--- src/sv/arp_rrr_pkg.sv ---
// Shared types and constants for the ARP next-hop resolver.
`default_nettype none

package arp_rrr_pkg;

  localparam int unsigned FRAME_BYTES  = 60;
  localparam int unsigned MAX_TIMEOUTS = 5;

  localparam int unsigned MAC_W    = 48;
  localparam int unsigned IP_W     = 32;
  localparam int unsigned VID_W    = 12;
  localparam int unsigned BYTE_W   = 8;
  localparam int unsigned POS_W    = 6;
  localparam int unsigned TRY_W    = 3;
  localparam int unsigned CMD_W    = 2;
  localparam int unsigned KIND_W   = 2;
  localparam int unsigned CFG_A_W  = 3;
  localparam int unsigned OUT_D_W  = 56;

  typedef enum logic [CMD_W-1:0] {
    CMD_START   = 2'd0,
    CMD_RX_BYTE = 2'd1,
    CMD_TIMEOUT = 2'd2
  } cmd_e;

  typedef enum logic [KIND_W-1:0] {
    KIND_TX_BYTE  = 2'd0,
    KIND_RESOLVED = 2'd1,
    KIND_FAILED   = 2'd2
  } kind_e;

  typedef enum logic [CFG_A_W-1:0] {
    REG_LOCAL_MAC   = 3'd0,
    REG_LOCAL_IP    = 3'd1,
    REG_HOP_IP      = 3'd2,
    REG_VLAN_ENABLE = 3'd3,
    REG_VLAN_ID     = 3'd4,
    REG_BCAST       = 3'd5
  } reg_idx_e;

  localparam logic [BYTE_W-1:0] REQ_HDR [10] = '{
    8'h08, 8'h06, 8'h00, 8'h01, 8'h08, 8'h00, 8'h06, 8'h04, 8'h00, 8'h01
  };
  localparam logic [BYTE_W-1:0] REP_HDR [10] = '{
    8'h08, 8'h06, 8'h00, 8'h01, 8'h08, 8'h00, 8'h06, 8'h04, 8'h00, 8'h02
  };

  localparam logic [BYTE_W-1:0] VLAN_TPID_HI = 8'h81;
  localparam logic [BYTE_W-1:0] VLAN_TPID_LO = 8'h00;
  localparam logic [MAC_W-1:0]  MAC_ONES     = '1;

  // Byte k of a MAC, most significant first.
  function automatic logic [BYTE_W-1:0] mac_byte(input logic [MAC_W-1:0] v,
                                                 input logic [2:0] k);
    logic [BYTE_W-1:0] r;
    case (k)
      3'd0:    r = v[47:40];
      3'd1:    r = v[39:32];
      3'd2:    r = v[31:24];
      3'd3:    r = v[23:16];
      3'd4:    r = v[15:8];
      default: r = v[7:0];
    endcase
    return r;
  endfunction

  // Byte k of an IPv4 address, most significant first.
  function automatic logic [BYTE_W-1:0] ip_byte(input logic [IP_W-1:0] v,
                                                input logic [1:0] k);
    logic [BYTE_W-1:0] r;
    case (k)
      2'd0:    r = v[31:24];
      2'd1:    r = v[23:16];
      2'd2:    r = v[15:8];
      default: r = v[7:0];
    endcase
    return r;
  endfunction

endpackage

`default_nettype wire

--- src/sv/arp_request_reply_resolver_core.sv ---
// ARP next-hop resolver: request generator and reply checker.
//
// Input stream (s_axis): one command per transfer. tuser carries the command
// (start, received byte, timeout), tdata the received byte, tlast the end of
// a received frame. Output stream (m_axis): tuser is the result kind, tdata
// holds the transmit byte and the resolved MAC, tlast ends each run.
// Configuration is written over cfg_* (always ready); the user must do so
// only while the block is idle, which the block itself does not enforce.
//
// Received bytes and timeouts are checked in the cycle they are transferred;
// a received byte that needs no result is taken every cycle unless a request
// frame or an output stall holds it. A single result (resolved or failed)
// appears in the output register in the cycle after the command. A request
// frame is sent out of a byte counter the command starts, one byte per cycle
// while the output is not stalled; s_axis_tready stays low until the last
// frame byte is in the output register. When the receiver stalls, the output
// register holds and s_axis_tready drops. Reset clears configuration,
// receive state and retry count and empties the output register.
`default_nettype none

module arp_request_reply_resolver_core
  import arp_rrr_pkg::*;
(
  input  wire logic                 clk_i,
  input  wire logic                 rst_ni,
  input  wire logic                 cfg_valid_i,
  output logic                      cfg_ready_o,
  input  wire logic [CFG_A_W-1:0]   cfg_addr_i,
  input  wire logic [MAC_W-1:0]     cfg_data_i,
  input  wire logic                 s_axis_tvalid,
  output logic                      s_axis_tready,
  input  wire logic [BYTE_W-1:0]    s_axis_tdata,   // [7:0] rx_byte
  input  wire logic [CMD_W-1:0]     s_axis_tuser,   // [1:0] cmd
  input  wire logic                 s_axis_tlast,
  output logic                      m_axis_tvalid,
  input  wire logic                 m_axis_tready,
  output logic [OUT_D_W-1:0]        m_axis_tdata,   // [7:0] tx_byte, [55:8] resolved_mac
  output logic [KIND_W-1:0]         m_axis_tuser,   // [1:0] kind
  output logic                      m_axis_tlast
);

  logic [MAC_W-1:0]  local_mac_q;
  logic [IP_W-1:0]   local_ip_q, hop_ip_q;
  logic              vlan_en_q, bcast_q;
  logic [VID_W-1:0]  vlan_id_q;

  logic              waiting_q, waiting_d;
  logic [TRY_W-1:0]  try_q, try_d, try_inc;
  logic [POS_W-1:0]  pos_q, pos_d;
  logic              good_q, good_d;
  logic [MAC_W-1:0]  src_q, src_d, src_n;
  logic [IP_W-1:0]   pfx_q, pfx_d, pfx_n;
  logic [MAC_W-1:0]  snd_q, snd_d, snd_n;

  logic              tx_busy_q, tx_busy_d;
  logic [POS_W-1:0]  tx_idx_q, tx_idx_d;

  logic              out_valid_q, out_valid_d;
  kind_e             out_kind_q, out_kind_d;
  logic [BYTE_W-1:0] out_byte_q, out_byte_d;
  logic              out_last_q, out_last_d;
  logic [MAC_W-1:0]  out_mac_q, out_mac_d;

  logic              slot_free, in_fire;
  logic              chk_ok, bad_pos, frame_ok;
  logic [POS_W-1:0]  rj;
  logic [POS_W-1:0]  tj;
  logic [BYTE_W-1:0] tx_b;
  logic              emit_one, start_tx;
  kind_e             emit_kind;
  logic [MAC_W-1:0]  emit_mac;
  cmd_e              cmd;

  assign cfg_ready_o   = 1'b1;
  assign slot_free     = !out_valid_q || m_axis_tready;
  assign s_axis_tready = !tx_busy_q && slot_free;
  assign in_fire       = s_axis_tvalid && s_axis_tready;
  assign cmd           = cmd_e'(s_axis_tuser);

  assign m_axis_tvalid = out_valid_q;
  assign m_axis_tdata  = {out_mac_q, out_byte_q};
  assign m_axis_tuser  = out_kind_q;
  assign m_axis_tlast  = out_last_q;

  always_ff @(posedge clk_i or negedge rst_ni) begin
    if (!rst_ni) begin
      local_mac_q <= '0;
      local_ip_q  <= '0;
      hop_ip_q    <= '0;
      vlan_en_q   <= 1'b0;
      vlan_id_q   <= '0;
      bcast_q     <= 1'b0;
    end else if (cfg_valid_i && cfg_ready_o) begin
      unique case (cfg_addr_i)
        REG_LOCAL_MAC:   local_mac_q <= cfg_data_i;
        REG_LOCAL_IP:    local_ip_q  <= cfg_data_i[IP_W-1:0];
        REG_HOP_IP:      hop_ip_q    <= cfg_data_i[IP_W-1:0];
        REG_VLAN_ENABLE: vlan_en_q   <= cfg_data_i[0];
        REG_VLAN_ID:     vlan_id_q   <= cfg_data_i[VID_W-1:0];
        REG_BCAST:       bcast_q     <= cfg_data_i[0];
        default: ;
      endcase
    end
  end

  // Per-byte check of a received frame at the current position.
  always_comb begin
    chk_ok = 1'b1;
    pfx_n  = pfx_q;
    src_n  = src_q;
    snd_n  = snd_q;
    rj     = pos_q - (vlan_en_q ? POS_W'(4) : POS_W'(0));
    if (pos_q < POS_W'(4)) begin
      pfx_n = {pfx_q[IP_W-BYTE_W-1:0], s_axis_tdata};
    end else if (pos_q < POS_W'(6)) begin
      chk_ok = 1'b1;
    end else if (pos_q < POS_W'(12)) begin
      src_n = {src_q[MAC_W-BYTE_W-1:0], s_axis_tdata};
    end else if (vlan_en_q && pos_q < POS_W'(16)) begin
      case (pos_q[1:0])
        2'd0:    chk_ok = (s_axis_tdata == VLAN_TPID_HI);
        2'd1:    chk_ok = (s_axis_tdata == VLAN_TPID_LO);
        2'd2:    chk_ok = (s_axis_tdata == {4'h0, vlan_id_q[11:8]});
        default: chk_ok = (s_axis_tdata == vlan_id_q[7:0]);
      endcase
    end else if (rj < POS_W'(22)) begin
      chk_ok = (s_axis_tdata == REP_HDR[4'(rj - POS_W'(12))]);
    end else if (rj < POS_W'(28)) begin
      snd_n = {snd_q[MAC_W-BYTE_W-1:0], s_axis_tdata};
    end else if (rj < POS_W'(32)) begin
      chk_ok = (s_axis_tdata == ip_byte(hop_ip_q, 2'(rj - POS_W'(28))));
    end else if (rj < POS_W'(38)) begin
      chk_ok = (s_axis_tdata == mac_byte(local_mac_q, 3'(rj - POS_W'(32))));
      if (rj < POS_W'(36) &&
          s_axis_tdata != ip_byte(pfx_q, 2'(rj - POS_W'(32)))) begin
        chk_ok = 1'b0;
      end
    end else if (rj < POS_W'(42)) begin
      chk_ok = (s_axis_tdata == ip_byte(local_ip_q, 2'(rj - POS_W'(38))));
    end
  end

  assign bad_pos  = ({1'b0, pos_q} >= 7'(FRAME_BYTES)) ||
                    (pos_q == '1 && !s_axis_tlast);
  assign try_inc  = try_q + TRY_W'(1);

  // Request frame byte at the generator position.
  always_comb begin
    tx_b = '0;
    tj   = tx_idx_q - (vlan_en_q ? POS_W'(4) : POS_W'(0));
    if (tx_idx_q < POS_W'(6)) begin
      tx_b = 8'hFF;
    end else if (tx_idx_q < POS_W'(12)) begin
      tx_b = mac_byte(local_mac_q, 3'(tx_idx_q - POS_W'(6)));
    end else if (vlan_en_q && tx_idx_q < POS_W'(16)) begin
      case (tx_idx_q[1:0])
        2'd0:    tx_b = VLAN_TPID_HI;
        2'd1:    tx_b = VLAN_TPID_LO;
        2'd2:    tx_b = {4'h0, vlan_id_q[11:8]};
        default: tx_b = vlan_id_q[7:0];
      endcase
    end else if (tj < POS_W'(22)) begin
      tx_b = REQ_HDR[4'(tj - POS_W'(12))];
    end else if (tj < POS_W'(28)) begin
      tx_b = mac_byte(local_mac_q, 3'(tj - POS_W'(22)));
    end else if (tj < POS_W'(32)) begin
      tx_b = ip_byte(local_ip_q, 2'(tj - POS_W'(28)));
    end else if (tj < POS_W'(38)) begin
      tx_b = '0;
    end else if (tj < POS_W'(42)) begin
      tx_b = ip_byte(hop_ip_q, 2'(tj - POS_W'(38)));
    end
  end

  always_comb begin
    waiting_d = waiting_q;
    try_d     = try_q;
    pos_d     = pos_q;
    good_d    = good_q;
    src_d     = src_q;
    pfx_d     = pfx_q;
    snd_d     = snd_q;
    emit_one  = 1'b0;
    emit_kind = KIND_RESOLVED;
    emit_mac  = '0;
    start_tx  = 1'b0;
    frame_ok  = 1'b0;
    if (in_fire) begin
      case (cmd)
        CMD_START: begin
          pos_d  = '0;
          good_d = 1'b1;
          src_d  = '0;
          pfx_d  = '0;
          snd_d  = '0;
          try_d  = '0;
          if (bcast_q) begin
            waiting_d = 1'b0;
            emit_one  = 1'b1;
            emit_mac  = MAC_ONES;
          end else begin
            waiting_d = 1'b1;
            start_tx  = 1'b1;
          end
        end
        CMD_RX_BYTE: begin
          if (waiting_q) begin
            if (bad_pos) begin
              good_d = 1'b0;
            end else begin
              good_d = good_q && chk_ok;
              src_d  = src_n;
              pfx_d  = pfx_n;
              snd_d  = snd_n;
            end
            if (pos_q != '1) pos_d = pos_q + POS_W'(1);
            if (s_axis_tlast) begin
              frame_ok = good_d && ({1'b0, pos_q} + 7'd1 == 7'(FRAME_BYTES)) &&
                         snd_d == src_d && snd_d != '0 && snd_d != MAC_ONES;
              if (frame_ok) begin
                waiting_d = 1'b0;
                emit_one  = 1'b1;
                emit_mac  = src_d;
              end else begin
                start_tx = 1'b1;
              end
              pos_d  = '0;
              good_d = 1'b1;
              src_d  = '0;
              pfx_d  = '0;
              snd_d  = '0;
            end
          end
        end
        CMD_TIMEOUT: begin
          if (waiting_q) begin
            pos_d  = '0;
            good_d = 1'b1;
            src_d  = '0;
            pfx_d  = '0;
            snd_d  = '0;
            try_d  = try_inc;
            if (try_inc >= TRY_W'(MAX_TIMEOUTS)) begin
              waiting_d = 1'b0;
              emit_one  = 1'b1;
              emit_kind = KIND_FAILED;
            end else begin
              start_tx = 1'b1;
            end
          end
        end
        default: ;
      endcase
    end
  end

  // Frame generator and output register.
  always_comb begin
    tx_busy_d   = tx_busy_q;
    tx_idx_d    = tx_idx_q;
    out_valid_d = slot_free ? 1'b0 : out_valid_q;
    out_kind_d  = out_kind_q;
    out_byte_d  = out_byte_q;
    out_last_d  = out_last_q;
    out_mac_d   = out_mac_q;
    if (start_tx) begin
      tx_busy_d = 1'b1;
      tx_idx_d  = '0;
    end else if (emit_one) begin
      out_valid_d = 1'b1;
      out_kind_d  = emit_kind;
      out_byte_d  = '0;
      out_last_d  = 1'b1;
      out_mac_d   = emit_mac;
    end else if (tx_busy_q && slot_free) begin
      out_valid_d = 1'b1;
      out_kind_d  = KIND_TX_BYTE;
      out_byte_d  = tx_b;
      out_mac_d   = '0;
      out_last_d  = ({1'b0, tx_idx_q} == 7'(FRAME_BYTES - 1));
      if (out_last_d) begin
        tx_busy_d = 1'b0;
      end else begin
        tx_idx_d = tx_idx_q + POS_W'(1);
      end
    end
  end

  always_ff @(posedge clk_i or negedge rst_ni) begin
    if (!rst_ni) begin
      waiting_q   <= 1'b0;
      try_q       <= '0;
      pos_q       <= '0;
      good_q      <= 1'b1;
      src_q       <= '0;
      pfx_q       <= '0;
      snd_q       <= '0;
      tx_busy_q   <= 1'b0;
      tx_idx_q    <= '0;
      out_valid_q <= 1'b0;
    end else begin
      waiting_q   <= waiting_d;
      try_q       <= try_d;
      pos_q       <= pos_d;
      good_q      <= good_d;
      src_q       <= src_d;
      pfx_q       <= pfx_d;
      snd_q       <= snd_d;
      tx_busy_q   <= tx_busy_d;
      tx_idx_q    <= tx_idx_d;
      out_valid_q <= out_valid_d;
    end
  end

  always_ff @(posedge clk_i) begin
    out_kind_q <= out_kind_d;
    out_byte_q <= out_byte_d;
    out_last_q <= out_last_d;
    out_mac_q  <= out_mac_d;
  end

endmodule

`default_nettype wire

--- config.mk ---
export PLATFORM = sky130hd
export DESIGN_NAME = arp_request_reply_resolver_core
export DESIGN_NICKNAME = d
export VERILOG_FILES = /design/src/sv/arp_rrr_pkg.sv /design/src/sv/arp_request_reply_resolver_core.sv
export SDC_FILE = /design/constraint.sdc
export NUM_CORES = 1
export LEC_CHECK = 0
export ABC_AREA = 1
export BUFFER_PORTS_ARGS = -buffer_cell sky130_fd_sc_hd__clkbuf_2
export CAP_MARGIN = 20
export CORE_MARGIN = 2
export CORE_UTILIZATION = 27
export DETAILED_ROUTE_END_ITERATION = 16
export GPL_TIMING_DRIVEN = 0
export PLACE_DENSITY = 0.49
export SYNTH_ARGS = -nofsm -noshare
export SYNTH_HDL_FRONTEND = slang
export SYNTH_SLANG_ARGS = --single-unit
--- constraint.sdc ---
create_clock -name clk_i -period 9.25 [get_ports clk_i]
set_clock_uncertainty 0.2 [all_clocks]
set_input_delay 1.3875 -clock clk_i [delete_from_list [all_inputs] [get_ports clk_i]]
set_output_delay 1.3875 -clock clk_i [all_outputs]
set_load 0.01 [all_outputs]
==> qor.csv, run 1 <==
metric;value;unit
core-area;0.0727;mm2
p_per_area;258;mW/mm2
ys.flop_type;dfrtp_1;
root_buffer;clkbuf_16;
power_leakage;11.2;nW
syn_avg_cell_area;7.26;um2
ys_ff_latch;332;
arrival;5.99;ns
dieArea;0.0754;mm2
design_area;0.0232;mm2
synth_warnings;0;
dpl.cell_count;3808;
place_hpwl;63900;um
post-place-ws;3.15;ns
final_cells;3885;
ctsHoldBuffers;0;
drive_above_1_share;10.9;%
crit_type;reg2reg;
num_vias;19515;
finalSetupViolations;0;
wl;83200;um
ant_nets;0;
slew_headroom;34.3;%
rsz0062_at_grt;false;
firstDrtPassIters;6;
grt_pass1_wl;123000;um
clock_latency;0.58;ns
clk_pin_slew;0.06;ns
grt_antenna_before_repair;0;
fin_crit_sh;64.1;%
cts_tree;done;
syn_area;0.0198;mm2
nFillCells;7963;
grt_usage;22.0;%
nets;2989;
dpl_cell_area;0.0217;mm2
place_congestion;0.978;
clock_path_buffers;3;
drc;0;
grt_pass1_vias;18549;
vdd_drop_max;0.000133;V
max_cap_viol_count;0;
synth_cells;2723;
clock_sinks;332;
die_w;275;um
syn_to_final_growth;17.6;%
slew_viol_final;0;
portBuffers;120;
cts_made_buffers;43;
report.final.hold_viol_count;0;
path_max_fanout;29;
synth_cell_types;48;
syn_nets;2818;
crit_path_start_kind;flop;
io_pins;129;
rows;99;
hold_path.class;reg2reg;
wire_per_inst;21.4;um
status;finished, final reports clean;
cp_data_required_time;9.31;ns
endpoint_kind;flop;
grt_max_degree;95;
period_minus_slack;5.93;ns
initial_core_util;27.2;%
max_freq;169;MHz
die_h;275;um
synth-edff-count;59;
diodes;0;
setup_ws;3.32;ns
ys_seq_area_share;43.5;%
overflow;0;
tightest_slew;0.985;ns
drt_iter0_markers;1996;
htree_levels;2;
async_reset_ff_share;82.2;%
post_cts_buffers;0;
cts-resized-gates;0;
vias_per_cell;5.02;
holdWs;0.286;ns
==> layer usage <==
layer / vias to the layer above / GRT usage, % / wire, um
met1: 9344 / 30.8 / 37900
met2: 738 / 34.7 / 37100
met5: - / 0 / 0
met3: 127 / 3.19 / 5340
li1: 9306 / - / -
met4: 0 / 7.27 / 2860
==> cell usage in the layout (no fill, tap or decap), types with 44 or more instances in the layout <==
cell type    n
o22ai_1    127
edfxtp_1    59
nand2_1    886
clkbuf_2   119
dfrtp_1    272
clkbuf_1    92
a21oi_1     69
inv_1      322
nand3_1    224
a21oi_2     45
clkbuf_16   44
nor2_1     156
o21ai_0    185
==> final cells by class <==
type / count / area [um2] / area share, %
timing repair buffer: 126 / 743 / 3.20
clock inverter: 23 / 325 / 1.40
clock buffer: 54 / 1190 / 5.11
inverter: 334 / 1250 / 5.39
sequential: 332 / 8600 / 37.0
buffer: 138 / 647 / 2.78
tap: 959 / 1200 / 5.16
multi-input combinational: 1919 / 9280 / 39.9
==> stage by stage <==
stage	setup TNS [ns]	power, mW	utilization [%]
floorplan	0	3.29	-
global placement	-39.10	4.18	29.7
detailed placement	0	4.18	29.9
CTS	0	6.01	32.0
global route	0	6.35	32.0
finish	0	6.01	32.0
==> synthesized netlist by cell type (all sizes together) (6+ instances only) <==
master,number,area (um2)
a211oi,6,45.0
a21oi,115,744
a221oi,20,175
buf,51,320
clkbuf,87,327
dfrtp,272,6810
edfxtp,59,1770
ha,28,350
inv,329,1230
mux2,12,135
nand2,888,3340
nand3,224,1120
nand4,15,93.8
nor2,160,611
nor3,13,65.1
nor4,7,43.8
o211ai,15,113
o21ai,223,1120
o22ai,127,795
or2,9,56.3
xor2,10,87.6
==> sequential cells by signal, summed over array words and instances (netlist names) <==
name / flops
local_mac_q: 48
out_mac_q: 48
snd_q: 48
src_q: 48
hop_ip_q: 32
local_ip_q: 32
pfx_q: 32
vlan_id_q: 12
out_byte_q: 8
pos_q: 6
tx_idx_q: 6
try_q: 3
m_axis_tuser: 2
bcast_q: 1
good_q: 1
m_axis_tlast: 1
m_axis_tvalid: 1
tx_busy_q: 1
vlan_en_q: 1
waiting_q: 1
==> cell families after synthesis <==
| logic type | after synthesis | share of synthesized area (%) |
|---|---|---|
| AO/OA/AOI/OAI | 543 | 16.6 |
| XOR/XNOR | 14 | 0.620 |
| adder cells (fa/ha/maj) | 28 | 1.77 |
| buffers and inverters | 472 | 9.61 |
| flip-flops | 332 | 43.5 |
| multiplexers | 12 | 0.683 |
| other | 1 | 0.0190 |
| AND/OR/NAND/NOR | 1321 | 27.2 |
==> worst max-delay path: stages (launching register included) <==
cell      delay, ns
dfrtp_1        0.47
inv_1          0.16
ha_1           0.29
clkbuf_1       0.54
buf_1          0.70
nand2_1        0.10
nand4_1        0.20
nand2_1        0.08
nand2_1        0.06
nand2_1        0.06
nor2_1         0.09
nand3_1        0.12
o21bai_1       0.22
nand2_1        0.08
nand3_1        0.10
nand2_1        0.05
nand2_1        0.06
nand2_1        0.11
nor2_2         0.23
nand2_1        0.11
nand2_1        0.08
nand2_1        0.06
nand2_2        0.19
nand2_4        0.25
a21oi_4        0.49
buf_12         0.24
buf_12         0.21
==> final timing paths <==
check,to,slack (ns),startpoint,depth (start not counted)
worst min-delay path,vlan_id_q[7]$_DFFE_PN0P_,0.29,vlan_id_q[7]$_DFFE_PN0P_,2
worst max register to register,m_axis_tuser[0]$_SDFFCE_PP0P_,3.32,pos_q[1]$_DFFE_PN0P_,26
worst min register to register,vlan_id_q[7]$_DFFE_PN0P_,0.29,vlan_id_q[7]$_DFFE_PN0P_,2
worst max-delay path,m_axis_tuser[0]$_SDFFCE_PP0P_,3.32,pos_q[1]$_DFFE_PN0P_,26
max in group asynchronous,pfx_q[23]$_DFFE_PN0P_,7.14,rst_ni,3
min in group asynchronous,local_mac_q[46]$_DFFE_PN0P_,0.54,rst_ni,1
==> power breakdown <==
| part | internal [mW] | switching [mW] | leakage (nW) | total (mW) |
|---|---|---|---|---|
| sequential | 1.78 | 0.215 | 4.17 | 2.00 |
| combinational | 0.644 | 1.55 | 6.25 | 2.20 |
| clock | 1.11 | 0.706 | 0.740 | 1.81 |
Note: power is estimated with default switching activity, not from simulation.
==> run 2, diff against run 1 <==
--- a/config.mk
+++ b/config.mk
@@ -12,7 +12,7 @@
 export CORE_UTILIZATION = 27
 export DETAILED_ROUTE_END_ITERATION = 16
 export GPL_TIMING_DRIVEN = 0
-export PLACE_DENSITY = 0.49
+export PLACE_DENSITY = 0.5
 export SYNTH_ARGS = -nofsm -noshare
 export SYNTH_HDL_FRONTEND = slang
 export SYNTH_SLANG_ARGS = --single-unit
==> constraint.sdc (replaced) <==
create_clock -name clk_i -period 5 [get_ports clk_i]
set_clock_uncertainty 0.2 [all_clocks]
set_input_delay 0.75 -clock clk_i [delete_from_list [all_inputs] [get_ports clk_i]]
set_output_delay 0.75 -clock clk_i [all_outputs]
set_load 0.01 [all_outputs]
==> run 2 against run 1 <==
Cell area grew 1.0%. Fmax grew 23%. First-iteration DRC count decreased by 8.5%. Critical path depth increased by 1. Die area stayed put. Via count up 1.4%. Non-clock buffer count up 11. Combinational power grew 93%. Global-route usage rose by 0.29 points. Power rose by 85%. Sequential share of layout area fell by 0.36 points. Largest cell class unchanged.
==> qor.csv, run 2 (synthesis gave the netlist of run 1 again) <==
metric;value;unit
clk_pin_slew;0.06;ns
initial_core_util;27.2;%
ant_nets;0;
crit_type;reg2reg;
dieArea;0.0754;mm2
status;finished, final reports clean;
dpl.cell_count;3808;
path_max_fanout;11;
grt_usage;22.3;%
overflow;0;
crit_path_start_kind;flop;
post-place-ws;-0.768;ns
drive_above_1_share;12.4;%
drc;0;
report.final.hold_viol_count;0;
syn_to_final_growth;18.7;%
clock_path_buffers;3;
die_h;275;um
cts_made_buffers;42;
root_buffer;clkbuf_16;
final_cell_mix;nand2_1, inv_1, dfrtp_1;
finalSetupViolations;0;
power_leakage;11.2;nW
design_area;0.0235;mm2
clock_sinks;332;
grt_pass1_vias;18934;
hold_path.class;in2reg;
rows;99;
diodes;0;
core-area;0.0727;mm2
setup_ws;0.193;ns
wl;84400;um
drt_iter0_markers;1827;
p_int;6.46;mW
combPwrFrac;38.2;%
cts_tree;done;
place_hpwl;64000;um
tightest_slew;1.05;ns
layout_commonest_cell;nand2_1;
nets;2999;
pwr-share-seq;33.2;%
fin_crit_sh;96.1;%
grt_pass1_wl;125000;um
slew_headroom;29.7;%
sw_frac_of_total;41.9;%
wire_per_inst;21.7;um
slew_viol_final;0;
io_pins;129;
vdd_drop_max;0.000399;V
rsz0062_at_grt;false;
place_congestion;0.954;
period_minus_slack;4.81;ns
p_per_area;473;mW/mm2
num_vias;19795;
cp_data_required_time;5.09;ns
arrival;4.90;ns
grt_max_degree;87;
grt_antenna_before_repair;0;
firstDrtPassIters;6;
max_freq;208;MHz
switching_power;4.65;mW
final_cells;3897;
pwr-share-clk;28.6;%
max_cap_viol_count;0;
portBuffers;120;
fin_setup_tns;0;ns
die_w;275;um
endpoint_kind;flop;
htree_levels;2;
clock_latency;0.60;ns
dpl_cell_area;0.0217;mm2
vias_per_cell;5.08;
utilization;32.3;%
run 2: per-stage QoR:
| stage | hold WS [ns] | total power, mW |
|---|---|---|
| 3_3_place_gp | 0.269 | 7.70 |
| 3_5_place_dp | 0.273 | 7.74 |
| 4_1_cts | 0.157 | 11.1 |
| 2_1_floorplan | 0.253 | 6.07 |
| 6_report | 0.177 | 11.1 |
| 5_1_grt | 0.170 | 11.7 |
run 2: power groups by stage:
stage | sequential [mW] | combinational (mW) | clock, mW
after floorplan | 3.66 | 2.41 | 0
final | 3.69 | 4.25 | 3.18
after detailed placement | 3.73 | 4.01 | 0
after global routing | 3.73 | 4.65 | 3.34
after CTS | 3.68 | 4.18 | 3.24
after global placement | 3.74 | 3.96 | 0
run 2: worst paths after layout:
path | endpoint | slack, ns | from | depth (start not counted)
min reg2reg | vlan_id_q[7]$_DFFE_PN0P_ | 0.29 | vlan_id_q[7]$_DFFE_PN0P_ | 2
max in group asynchronous | pfx_q[9]$_DFFE_PN0P_ | 2.95 | rst_ni | 4
max | m_axis_tlast$_SDFFCE_PN1P_ | 0.19 | vlan_en_q$_DFFE_PN0P_ | 27
min | local_mac_q[33]$_DFFE_PN0P_ | 0.18 | cfg_data_i[33] | 2
min in group asynchronous | local_mac_q[42]$_DFFE_PN0P_ | 0.47 | rst_ni | 2
max reg2reg | m_axis_tlast$_SDFFCE_PN1P_ | 0.19 | vlan_en_q$_DFFE_PN0P_ | 27
run 2: layout make-up:
type | instances | area [um2]
Multi-Input combinational cell | 1919 | 9400
Clock buffer | 53 | 1150
Timing Repair Buffer | 139 | 913
Clock inverter | 25 | 268
Fill cell | 8032 | 49200
Tap cell | 959 | 1200
Buffer | 136 | 678
Inverter | 334 | 1260
Sequential cell | 332 | 8610
run 2: worst max-delay path, stage by stage, from the launching register on:
cell       delay (ns)
dfrtp_2          0.45
ha_2             0.23
ha_4             0.29
ha_1             0.14
nand2_1          0.05
nand2_1          0.09
nand2_1          0.11
nor2_4           0.16
nand2_1          0.11
buf_2            0.23
nand2_1          0.15
nand2_2          0.15
nand2_1          0.10
o21ai_0          0.09
nor2_1           0.11
nand2_1          0.06
nor2_1           0.14
nand2_1          0.08
nor2_2           0.14
nand3_4          0.12
o21ai_1          0.17
nand3_2          0.19
nand2_4          0.12
inv_1            0.10
a21oi_4          0.19
buf_4            0.15
buf_12           0.09
bufbuf_16        0.27
run 2: repair_timing:
item / in CTS / in global routing
setup buffers: 10 / 0
cloned: 2 / 0
setup endpoints to repair: 149 / 136
hold buffers: 1 / 0
endpoints found under the hold margin: 48 / 0
pin swaps: 4 / 5
resized for setup: 24 / 41
run 2: metal layers:
layer | GRT usage, % | wire length (um) | part of all wire (%) | vias up
met3 | 2.65 | 5420 | 6.4 | 156
met5 | 0 | 0 | 0 | -
met4 | 7.52 | 2980 | 3.5 | 0
met2 | 35.4 | 37800 | 45 | 820
met1 | 31.4 | 38200 | 45 | 9459
li1 | - | - | - | 9360
==> run 3, diff against run 2 <==
--- a/config.mk
+++ b/config.mk
@@ -12,7 +12,7 @@
 export CORE_UTILIZATION = 27
 export DETAILED_ROUTE_END_ITERATION = 16
 export GPL_TIMING_DRIVEN = 0
-export PLACE_DENSITY = 0.5
+export PLACE_DENSITY = 0.42
 export SYNTH_ARGS = -nofsm -noshare
 export SYNTH_HDL_FRONTEND = slang
 export SYNTH_SLANG_ARGS = --single-unit
==> run 3 against run 2 <==
Largest power group unchanged. Sequential share of layout area fell by 0.062 points. Critical path type unchanged. Sequential power about the same. Register-to-register slack better by 0.06 ns.
==> qor.csv, run 3 (synthesis gave the netlist of run 1 again) <==
metric;value;unit
drt_iter0_markers;1796;
utilization;32.3;%
clock_path_buffers;3;
syn_to_final_growth;18.9;%
clock_latency;0.60;ns
grt_pass1_wl;132000;um
wl;90500;um
path_max_fanout;12;
root_buffer;clkbuf_16;
fin_crit_sh;94.9;%
worst-r2r-setup-slack;0.25;ns
overflow;0;
cts_made_buffers;43;
grt_max_degree;105;
firstDrtPassIters;8;
num_vias;19774;
dpl.cell_count;3806;
p_per_area;478;mW/mm2
initial_core_util;27.2;%
die_h;275;um
die_w;275;um
dieArea;0.0754;mm2
layout_commonest_cell;nand2_1;
clk_pin_slew;0.05;ns
vdd_drop_max;0.000239;V
holdWs;0.193;ns
max_freq;211;MHz
slew_headroom;26.9;%
ant_nets;0;
worstPathCellList;inv_1 -> ha_2 -> ha_4 -> inv_1 -> nand2_1 -> nor2_1 -> nor2_2 -> buf_4 -> buf_2 -> nand3_1 -> nand2_1 -> nand2_1 -> nand2_1 -> nand2_1 -> nor2_1 -> nand3_1 -> nor2_2 -> nand3_4 -> o21ai_2 -> nand3_4 -> nand2_4 -> inv_1 -> a21oi_4 -> bufbuf_16;
htree_levels;2;
critPathTopFamily;simple AND/OR/NAND/NOR gates;
diodes;0;
grt_usage;23.9;%
report.final.hold_viol_count;0;
cpMostUsedCell;nand2_1;
wire_per_inst;23.2;um
max_stage_delay;0.38;ns
slew_viol_final;0;
final_cell_mix;nand2_1, inv_1, dfrtp_1;
hold_path.class;in2reg;
portBuffers;120;
power_leakage;11.2;nW
final_cells;3894;
drive_above_1_share;13.1;%
cts_tree;done;
max_cap_viol_count;0;
vias_per_cell;5.08;
clock_sinks;332;
core-area;0.0727;mm2
grt_pass1_vias;19015;
worst-path-buf-inv;6;
tightest_slew;1.10;ns
nFillCells;7951;
cp_slowest_cell;dfrtp_1;
nets;2999;
finalSetupViolations;0;
grt_antenna_before_repair;1;
crit_path_start_kind;flop;
endpoint_kind;flop;
arrival;4.82;ns
cp_data_required_time;5.08;ns
rows;99;
place_hpwl;70500;um
status;finished, final reports clean;
io_pins;129;
crit_type;reg2reg;
drc;0;
place_congestion;0.962;
period_minus_slack;4.75;ns
-- run 3: cell types whose count changed in the layout (fill, tap and decap cells not counted), sizes merged --
cell	delta
clkbuf	+8
bufinv	-1
buf	+1
clkinv	-7
bufbuf	-1
inv	-1
clkinvlp	-2
-- run 3: path summary, 6_finish.rpt --
path                                          start                           to  cells past startpoint
min reg2reg                vlan_id_q[8]$_DFFE_PN0P_     vlan_id_q[8]$_DFFE_PN0P_                      2
max in group asynchronous                    rst_ni        vlan_en_q$_DFFE_PN0P_                      3
min in group asynchronous                    rst_ni        src_q[43]$_DFFE_PN0P_                      2
min                                  cfg_data_i[37]  local_mac_q[37]$_DFFE_PN0P_                      2
max reg2reg                    pos_q[2]$_DFFE_PN0P_   m_axis_tlast$_SDFFCE_PN1P_                     24
max                            pos_q[2]$_DFFE_PN0P_   m_axis_tlast$_SDFFCE_PN1P_                     24
-- run 3: report_power, final --
| part | switching [mW] | internal, mW |
|---|---|---|
| registers | 0.415 | 3.30 |
| clock network | 1.26 | 1.90 |
| logic | 3.06 | 1.30 |
-- run 3: final cells by class --
class | instances | area (um2) | share of cell area (%)
Buffer | 136 | 691 | 2.94
Clock buffer | 62 | 1260 | 5.35
Clock inverter | 14 | 169 | 0.718
Inverter | 334 | 1260 | 5.37
Multi-Input combinational cell | 1919 | 9460 | 40.2
Sequential cell | 332 | 8610 | 36.6
Tap cell | 959 | 1200 | 5.10
Timing Repair Buffer | 138 | 866 | 3.68
-- run 3: metal layers --
layer	vias up	track usage, %	share of wire [%]
met5	-	0	0
met4	0	7.25	3.2
met3	124	3.28	5.7
met2	658	39.5	47
met1	9648	32.5	45
li1	9344	-	-
-- run 3: repair_timing --
action / 4_1_cts / 5_1_grt
endpoints found under the setup margin: 237 / 137
endpoints found under the hold margin: 11 / 0
setup buffers: 9 / 1
cloned: 1 / 2
hold buffers: 1 / 0
pin swaps: 6 / 7
resized for setup: 33 / 58
-- run 3: through the flow --
step           cell area (um2)  total power, mW  setup TNS (ns)  setup slack (ns)
4_1_cts                  23300             11.2               0            0.0162
2_1_floorplan            19800             6.07               0             0.370
3_3_place_gp             21600             7.86        -1109.08             -3.35
6_report                 23500             11.2               0             0.253
3_5_place_dp             21700             7.89         -163.62             -1.12
5_1_grt                  23500             11.9          -0.153           -0.0101
